`config.mk`:
```
export PLATFORM = sky130hd
export DESIGN_NAME = oat_ram
export DESIGN_NICKNAME = d
export VERILOG_FILES = /design/src/design/oat_ram.sv
export SDC_FILE = /design/constraint.sdc
export NUM_CORES = 1
export LEC_CHECK = 0
export BUFFER_PORTS_ARGS = -buffer_cell sky130_fd_sc_hd__buf_2
export CAP_MARGIN = 10
export CORE_MARGIN = 2
export CORE_UTILIZATION = 33
export DETAILED_ROUTE_END_ITERATION = 10
export PLACE_DENSITY = 0.57
export SKIP_CTS_REPAIR_TIMING = 1
export SLEW_MARGIN = 20
export SYNTH_ARGS = -nofsm -noshare
export SYNTH_HDL_FRONTEND = slang
export SYNTH_SLANG_ARGS = --single-unit
```
`constraint.sdc`:
```
create_clock -name clk -period 4.5 [get_ports clk]
set_input_delay 1.125 -clock clk [delete_from_list [all_inputs] [get_ports clk]]
set_output_delay 1.125 -clock clk [all_outputs]
set_load 0.01 [all_outputs]
```
`src/design/oat_ram.sv`:
```
// Generic single-port-write RAM with registered read.
module oat_ram #(
    parameter int WIDTH = 8,
    parameter int DEPTH = 16
) (
    input  logic                     clk,
    input  logic                     we,
    input  logic [$clog2(DEPTH)-1:0] waddr,
    input  logic [WIDTH-1:0]         wdata,
    input  logic [$clog2(DEPTH)-1:0] raddr,
    output logic [WIDTH-1:0]         rdata
);
    logic [WIDTH-1:0] mem_reg [DEPTH];

    // Write and read storage
    always_ff @(posedge clk)
    begin
        if (we)
        begin
            mem_reg[waddr] <= wdata;
        end
        rdata <= mem_reg[raddr];
    end
endmodule

```
After elaboration in Yosys (flattened, before gate mapping)
Memory sizes are Yosys's and may differ from the RTL's. A register that Yosys moved wholly into a read port is not among the register bits.
Index checks and enable logic that the tools add are counted.
{"block": "classes", "n_mux": 2}
{"cell": "two-way mux 1 bit", "n": 2}
{"block": "word_totals", "in_bits": 18, "word_cells": 3, "n_memories": 1, "ramBits": 128, "reg_bits": 0, "out_inout_bits": 8}
{"memory": "mem_reg", "depth": 16, "word_bits": 8, "rd": 1, "rd_clocked_by_memory_dff": 1, "write_ports": 1, "line_no": "13", "text": "logic [WIDTH-1:0] mem_reg [DEPTH];"}

Logic depth before layout (Yosys ltp)
{"block": "logic_depth", "depth_word": 2, "depth_mapped": 5, "depth_no_buf": 3}

Least setup slack after synthesis
No wires, ideal clock.
{"block": "synth_timing", "kind": "in2reg", "start": "in waddr[2]", "end": "mem mem_reg[0][0], enable pin", "required_time_ns": 4.117, "cell_stages": 2, "setup_ns": 0.383, "arrival_ns": 2.235, "n_path_buf": 0, "path_slack_ns": 1.882, "cell_sequence": "or3b_2 nor3_1"}
{"item": "start, declared", "line_no": "8", "text": "input logic [$clog2(DEPTH)-1:0] waddr,"}
{"item": "end, declared", "line_no": "13"}
Straight into the memory's write port.

==> impl_metrics.ini <==
[global_route]
antenna_found_initial = 0
grt_pass1_vias = 2581
grt_max_degree = 33
gr-total-overflow = 0
grt_pass1_wl_um = 15600
grt_usage_pct = 13.4

[power_and_ir_drop]
cellLeakagePower_nw = 2.05
p_per_area_nw_per_um2 = 505
peakVddDrop_v = 0.000250

[floorplanning]
dieArea_um2 = 16600
die_height_um = 129
fp.dieW_um = 129
initial_core_util_pct = 33.9
num_rows = 45
core_area_um2 = 15200
io_pins = 26

[critical_path]
cp_max_fo = 15
critPathLaunch = raddr[0]
r2r_setup_slack_ns = 3.19
cp.depth = 5
path_class = primary input to flip-flop
path_cells = buf_2 -> buf_4 -> mux4_1 -> a22oi_1 -> nand2_1
slowest_delay_ns = 0.57
timing.rr.end = rdata[7]
reg2reg_from = mem_reg[11][7]
start_kind = primary input
critPathSlowestCell = mux4_1
crit_path_end = rdata[2]
cp-end-kind = flip-flop
crit_required_ns = 4.79
cp_top_family = buffers and inverters
r2r_cells = 3
critPathArrivalTime_ns = 2.81
worst-path-buf-inv = 2

[yosys]
synth_area_per_cell_um2 = 22.5
synth.most_common_cell = edfxtp_1
syn_nets = 247
synth_seq_cells = 136
syn_inst = 229
syn_area_um2 = 5150
yosys-top-cells-count = 128 x edfxtp_1, 18 x mux4_2, 16 x a22oi_1, 14 x mux4_1, 13 x nor2_1
synth_edf_count = 128
synth_top_family_by_area = multiplexers
synthAdderAreaFrac_pct = 0
synth_xor_area_share_pct = 0
synth_top_cell_by_area = edfxtp_1
post_synth_main_area_contributors = edfxtp_1 75%, mux4_2 7.9%, mux4_1 7.1%, dfxtp_1 3.1%, a22oi_1 2.3%
synth_async_sr_flop_share_pct = 0
ys_types = 19
ys_warn_count = 0
synth_top_area_share_pct = 74.7
synthFlopType = edfxtp_1
synth_compound_area_share_pct = 2.33
yosys.area_share.simple_pct = 3.18
ys_seq_area_share_pct = 77.8
synth_mux_area_share_pct = 15.0

[layout]
area_delta_synth_final_pct = 19.0
layout.nets = 287
antennaDiodeCount = 0
drive_above_1_share_pct = 28.1
largest_reg_flops = 128
fin_area_um2 = 6120

[clocking]
cts_root_buf = clkbuf_16
cts_buffers = 17
clock_latency_ns = 0.41
htreeDepth = 4
clock_sinks = 136
clk_path_buf_depth = 2
path_clk_slew_ns = 0.06
cts_tree = done

[hold_path]
hp-class = flip-flop to flip-flop
hp-start = mem_reg[11][3]

[drt]
wirelength_um = 9950
wire_per_inst_um = 21.2
drt_iter0_drc = 148
vias = 2338
viasPerCell = 4.99
dr.pass1.iters = 4
drc = 0
ant_nets = 0

[placement]
dp_hpwl_um = 6360
io_buffers = 25
place_area_um2 = 5470
globalplace.congestion = 0.708

[run_status]
status = complete, no violations

[timing]
slew_violations = 0
hold_violations = 0
period_needed_ns = 2.52
slew_headroom_pct = 31.2
rsz0062_at_grt = false
setup_viol = 0
setup_tns_ns = 0
finClkSkew_ns = 0.00697
worst_pin_slew_ns = 1.03
max_freq_mhz = 398
fin_crit_sh_pct = 55.9

[flow_run]
drv_cap = 0
-- area by class of cell --
cell class	instances	area, um2
fillers	1343	9080
repair buffers	31	170
flip-flops and latches	136	4000
clock inverters	12	225
well taps	188	235
clock buffers	19	433
multi-input cells	83	1060
-- worst reg2reg max path: stages, from the launching register on --
cell	delay [ns]
edfxtp_1	0.36
mux4_2	0.49
a22oi_1	0.20
nand2_1	0.12
-- placed cells by master, fill, tap and decap left out, drive strengths merged --
cell,instances
nand3,1
mux4,32
clkbuf,19
nor3,4
and2,1
edfxtp,128
or3b,1
nand3b,2
dfxtp,8
nand2,9
buf,31
clkinv,6
nor2,13
bufinv,6
nor2b,1
a22oi,16
nand2b,2
and2b,1
-- metal layers --
layer | global-route usage [%] | up-vias | part of all wire [%]
met4 | 5.63 | 0 | 0.69
met3 | 4.24 | 4 | 5.0
met2 | 19.2 | 70 | 47
met5 | 0 | - | 0
met1 | 18.9 | 1208 | 47
li1 | - | 1056 | -
-- worst min-delay path by stage --
stage | to | slack (ns) | cells past startpoint
2_1_floorplan | rdata[0] | 0.63 | 3
3_3_place_gp | rdata[5] | 0.66 | 3
3_5_place_dp | rdata[5] | 0.66 | 3
4_1_cts | rdata[5] | 0.68 | 3
5_1_grt | rdata[5] | 0.72 | 3
6_report | rdata[3] | 0.68 | 3
-- through the flow --
step,hold WS (ns),std cells,setup WS [ns],total power (W),utilization [%]
floorplan,0.629,229,1.88,0.00152,-
global placement,0.664,438,1.51,0.00158,36.0
detailed placement,0.662,438,1.49,0.00158,36.0
CTS,0.682,469,1.93,0.00312,40.3
global route,0.722,469,1.80,0.00319,40.3
finish,0.680,469,1.98,0.00309,40.3
-- logic make-up after synthesis --
family | after synthesis
compound gates | 16
buf+inv | 10
mux | 32
flops | 136
simple gates | 35
-- power breakdown --
| part | internal [W] | switching (W) | total, W |
|---|---|---|---|
| clock | 0.00104 | 0.000503 | 0.00154 |
| combinational | 0.0000521 | 0.0000754 | 0.000127 |
| sequential | 0.00142 | 0.00000804 | 0.00142 |
(Power assumes the default switching activity.)
