===== src/design/oat_pkg.sv =====
// Package for the outstanding acknowledgement table: codes, types and slot record.
package oat_pkg;

    typedef enum logic [2:0] {
        FUNC_MARK   = 3'd0,
        FUNC_CLEAR  = 3'd1,
        FUNC_EGRESS = 3'd2,
        FUNC_REMOVE = 3'd3,
        FUNC_TOUCH  = 3'd4,
        FUNC_SCAN   = 3'd5
    } func_t;

    localparam logic [1:0] ST_DONE   = 2'd0;
    localparam logic [1:0] ST_REJECT = 2'd1;
    localparam logic [1:0] ST_NONE   = 2'd2;
    localparam logic [1:0] ST_RETRY  = 2'd3;

    localparam logic CFG_TIMEOUT = 1'b0;
    localparam logic CFG_HEADER  = 1'b1;

    localparam int SlotBits = 64 + 32 + 64 + 64 + 1 + 1 + 32;

    typedef struct packed {
        logic [63:0] key;
        logic [31:0] seq;
        logic [63:0] src_hi;
        logic [63:0] src_lo;
        logic        has_src;
        logic        pending;
        logic [31:0] sent_time;
    } slot_t;

    // Request as packed on s_tdata: func in the lowest bits, now_time at the top
    typedef struct packed {
        logic [31:0]  now_time;
        logic [15:0]  hdr_len;
        logic         has_src;
        logic [63:0]  src_lo;
        logic [63:0]  src_hi;
        logic [31:0]  seq;
        logic [63:0]  key;
        logic [2:0]   func;
    } req_t;

    // Per-slot verdict of the compare unit
    typedef struct packed {
        logic key_hit;
        logic src_hit;
        logic due;
    } cmp_t;

    typedef enum logic [2:0] {
        S_IDLE,
        S_READ,
        S_CHECK,
        S_MOVE,
        S_WRITE,
        S_EMIT,
        S_WAIT
    } state_t;

endpackage


===== src/design/oat_cmp.sv =====
// Shared compare unit: key match, source id match and timeout test for one slot.
module oat_cmp (
    input  oat_pkg::slot_t slot,
    input  oat_pkg::req_t  req,
    input  logic [15:0]    timeout_limit,
    output oat_pkg::cmp_t  res
);
    import oat_pkg::*;
    logic [31:0] age;

    // Compare the slot against the request
    always_comb
    begin
        age         = req.now_time - slot.sent_time;
        res.key_hit = (slot.key == req.key);
        res.src_hit = slot.pending && slot.has_src &&
                      (slot.src_hi == req.src_hi) && (slot.src_lo == req.src_lo);
        res.due     = slot.pending && (age >= {16'd0, timeout_limit});
    end
endmodule


===== config.mk =====
export PLATFORM = sky130hd
export DESIGN_NAME = oat_cmp
export DESIGN_NICKNAME = d
export VERILOG_FILES = /design/src/design/oat_pkg.sv /design/src/design/oat_cmp.sv
export SDC_FILE = /design/constraint.sdc
export NUM_CORES = 1
export LEC_CHECK = 0
export BUFFER_PORTS_ARGS = -buffer_cell sky130_fd_sc_hd__buf_4
export CORE_AREA = 2 2 216 218
export DETAILED_ROUTE_END_ITERATION = 16
export DIE_AREA = 0 0 218 220
export SYNTH_ARGS = -nofsm -noshare
export SYNTH_HDL_FRONTEND = slang
export SYNTH_SLANG_ARGS = --single-unit
export TNS_END_PERCENT = 100

===== constraint.sdc =====
create_clock -name vclk -period 4.8
set_input_delay 0 -clock vclk [all_inputs]
set_output_delay 0 -clock vclk [all_outputs]
set_load 0.05 [all_outputs]

Word level (Yosys, flattened, before mapping)
Index checks and enable logic that the tools add are counted.

Register bits after elaboration: 0. Input bits: 550. Output and inout port bits: 3. Word-level logic and storage cells: 9.

Add/subtract/negate cells: 1. $lt $le $gt $ge: 1. Equal/unequal tests: 3. Reductions and logical operators: 4.

Operators by type and width (count): $eq A64 B64 Y1 (3); $ge A32 B16 Y1 (1); $sub A32 B32 Y32 (1); $logic_and A1 B1 Y1 (4).

Logic depth before layout (Yosys ltp)
Depth after elaboration: 3. Mapped depth: 20. Depth with buffers taken out: 20.

Worst setup path before layout
No wires, ideal clock.

Kind: input to output. Start point: input slot[3] in the netlist's numbering. End point: output res[0] in the netlist's numbering. Arrival: 3.729 ns. Required time: 4.800 ns. Slack: 1.071 ns. Stages on the path: 20. Path buffers: 0. Cell sequence: inv_1 ha_1 and2_4 and3_4 a221oi_2 o221a_4 nand3b_1 a21boi_0 o21ai_0 nand2b_1 xor2_1 ha_1 a21o_1 a21o_1 a21oi_1 o2111ai_1 a211o_1 nor4_1 nand3_1 o41a_1.

RTL lines: from (decl) (line oat_cmp.sv:3) `input oat_pkg::slot_t slot,`; to (decl) (line oat_cmp.sv:6) `output oat_pkg::cmp_t res`.

==> results.txt <==
Avg WL per Cell - 20.6 microns
Cell type with the largest total area after synthesis - xor2_1
Power share of the sequential group - 0
Die height - 220 microns
Final Net Count - 1705
Max transition margin - 0.506
# fillers - 5279
Final Cell Area - 8720 sq um
Ordered cell list for the critical path - buf_4, inv_1, ha_1, a21oi_2, nand2_1, a221oi_2, o221a_4, nand3b_1, a21boi_0, o21ai_0, nand2b_1, xor2_1, ha_1, a21o_1, a21o_1, a21oi_1, o2111ai_1, a211o_1, nor4_1, nand3_1, o41a_1, buf_4
Cts repair resizes - 0
Combinational power share - 1.000
List of most frequent post-synthesis cells - inv_1, xor2_1, ha_1
Clkbuf count - 0
Cell Rows - 79
RSZ-0062 raised after global routing - no
Setup Buffers After CTS - 0
IO Port Bufs - 469
IR drop worst, VDD - 0.0000512 V
Final slew viol count - 0
Routed Antenna Nets - 0
Placer Congestion - 0.945
Maxcap violations - 0
GRT Util Overall - 0.139
TNS Setup - 0 ns
Wire length reported by the detailed router - 35.4 mm
Cells after synthesis - 641
Pleak - 4.46 nW
Final period utilization - 0.867
Run status - finished, final reports clean
Fmax - 240 MHz
Yosys top cell area share - 0.231
Post-synthesis sequential area ratio - 0
Netlist cell types - 59
CP Launch Type - primary input
Synthesis-to-layout area growth - 96.6%
Hpwl dp - 33.6 mm
Final global-route overflow total - 0
Syn Nets - 1239
DR pass1 iterations - 5
Power density cells - 97.9 nW/um^2
Sw Ratio - 0.462
Placed insts - 1712
Initial core utilization - 0.0967
Most common cell in the netlist - inv_1
Worst path slowest cell - o41a_1
Crit path largest cell delay - 0.42 ns
Synth area leaders - xor2_1, ha_1, inv_1
Number of buffers and inverters on the critical path - 3
Util after Layout - 0.190
Core box area - 45900 sq um
Data arrival, critical path - 4.16 ns
Critical path peak fanout - 4
DR vias/cell - 3.93
Setup Viol. Count Final - 0
CTS Hold Bufs - 0
Multi-input logic area - 3950 sq um
Share of layout cells above drive strength 1 - 0.434
Drc violations - 0
Least-Margin Pin Slew - 0.740 ns
Synthesized area - 4430 sq um
Initial antenna violation count - 25
Non-filler instance count after layout - 1721
IO Pins - 553
Number of global-route vias before repair - 7104
Initial drt markers - 293
Post-Syn Area per Cell - 6.92 sq um
Total chip power - 0.853 mW
Delay-heaviest family, CP - compound AO/OA/AOI/OAI gates
Clock power share - 0
Setup CP Type - in -> out
Hold Crit Class - in -> out
Synth warn - 0
Min Tclk post-route - 4.16 ns
Crit path capture type - primary output
Area after DPL - 8690 sq um
DIE WIDTH - 218 microns
Sw power - 0.394 mW
Internal Power - 0.459 mW
Seq. cell area - 0 sq um
Full die area - 48000 sq um
Final Hold Fails - 0
Final sequential cell count - 0
First-pass GRT wire length - 47.4 mm
CP required - 4.80 ns
Via count - 6755
Largest net degree at the start of global routing - 11
metal layers:
layer	part of all wire	up-vias	global-route usage	wire length, microns
li1	-	3235	-	-
met1	0.37	3048	0.151	13000
met2	0.47	388	0.241	16500
met3	0.11	70	0.0490	3910
met4	0.054	14	0.0644	1920
met5	0.0025	-	0	90
path summary, 6_finish.rpt:
kind	start	end	cells past startpoint
setup / recovery	slot[4]	res[0]	22
hold / removal	slot[32]	res[0]	3
area by class of cell:
type / instances / area share
inverter: 125 / 0.0538
tap: 607 / 0.0871
multi-input combinational: 511 / 0.453
antenna: 9 / 0.00258
timing repair buffer: 469 / 0.404
power groups by stage:
| stage | Clock, mW | Sequential (mW) | Combinational (mW) |
|---|---|---|---|
| after CTS | 0 | 0 | 0.860 |
| final | 0.000000254 | 0 | 0.853 |
| after floorplan | 0 | 0 | 0.379 |
| after global placement | 0 | 0 | 0.842 |
| after global routing | 0.0000000840 | 0 | 0.932 |
| after detailed placement | 0 | 0 | 0.855 |
placed cells by master, fill, tap and decap left out, drive strengths merged, types with 14 or more instances in the layout:
cell     synthesis  layout
o22ai           22      22
a21oi           32      32
nor4            34      34
xnor2           32      32
o21ai           17      17
nand2           38      38
o2bb2ai         15      15
nand4           20      20
nor2            18      18
xor2           117     117
buf              1     469
inv            125     125
ha              47      47
a221oi          27      27
a21o            14      14
logic make-up (layout without fill, tap and decap cells):
family / count (synthesis) / count (layout) / share of synthesized area
buf+inv: 130 / 594 / 0.110
fa+ha+maj: 48 / 48 / 0.137
compound gates: 166 / 166 / 0.273
mux: 4 / 4 / 0.00931
other cells: 0 / 9 / 0
xor+xnor: 149 / 149 / 0.294
simple gates: 144 / 144 / 0.176
per-stage QoR:
step                hold WS, ns  worst slack [ns]
floorplan                 0.269              1.07
global placement          0.465             0.707
detailed placement        0.462             0.673
CTS                       0.467             0.640
global route              0.476             0.316
finish                    0.470             0.638
No activity file was read; power rests on OpenSTA's default activity.
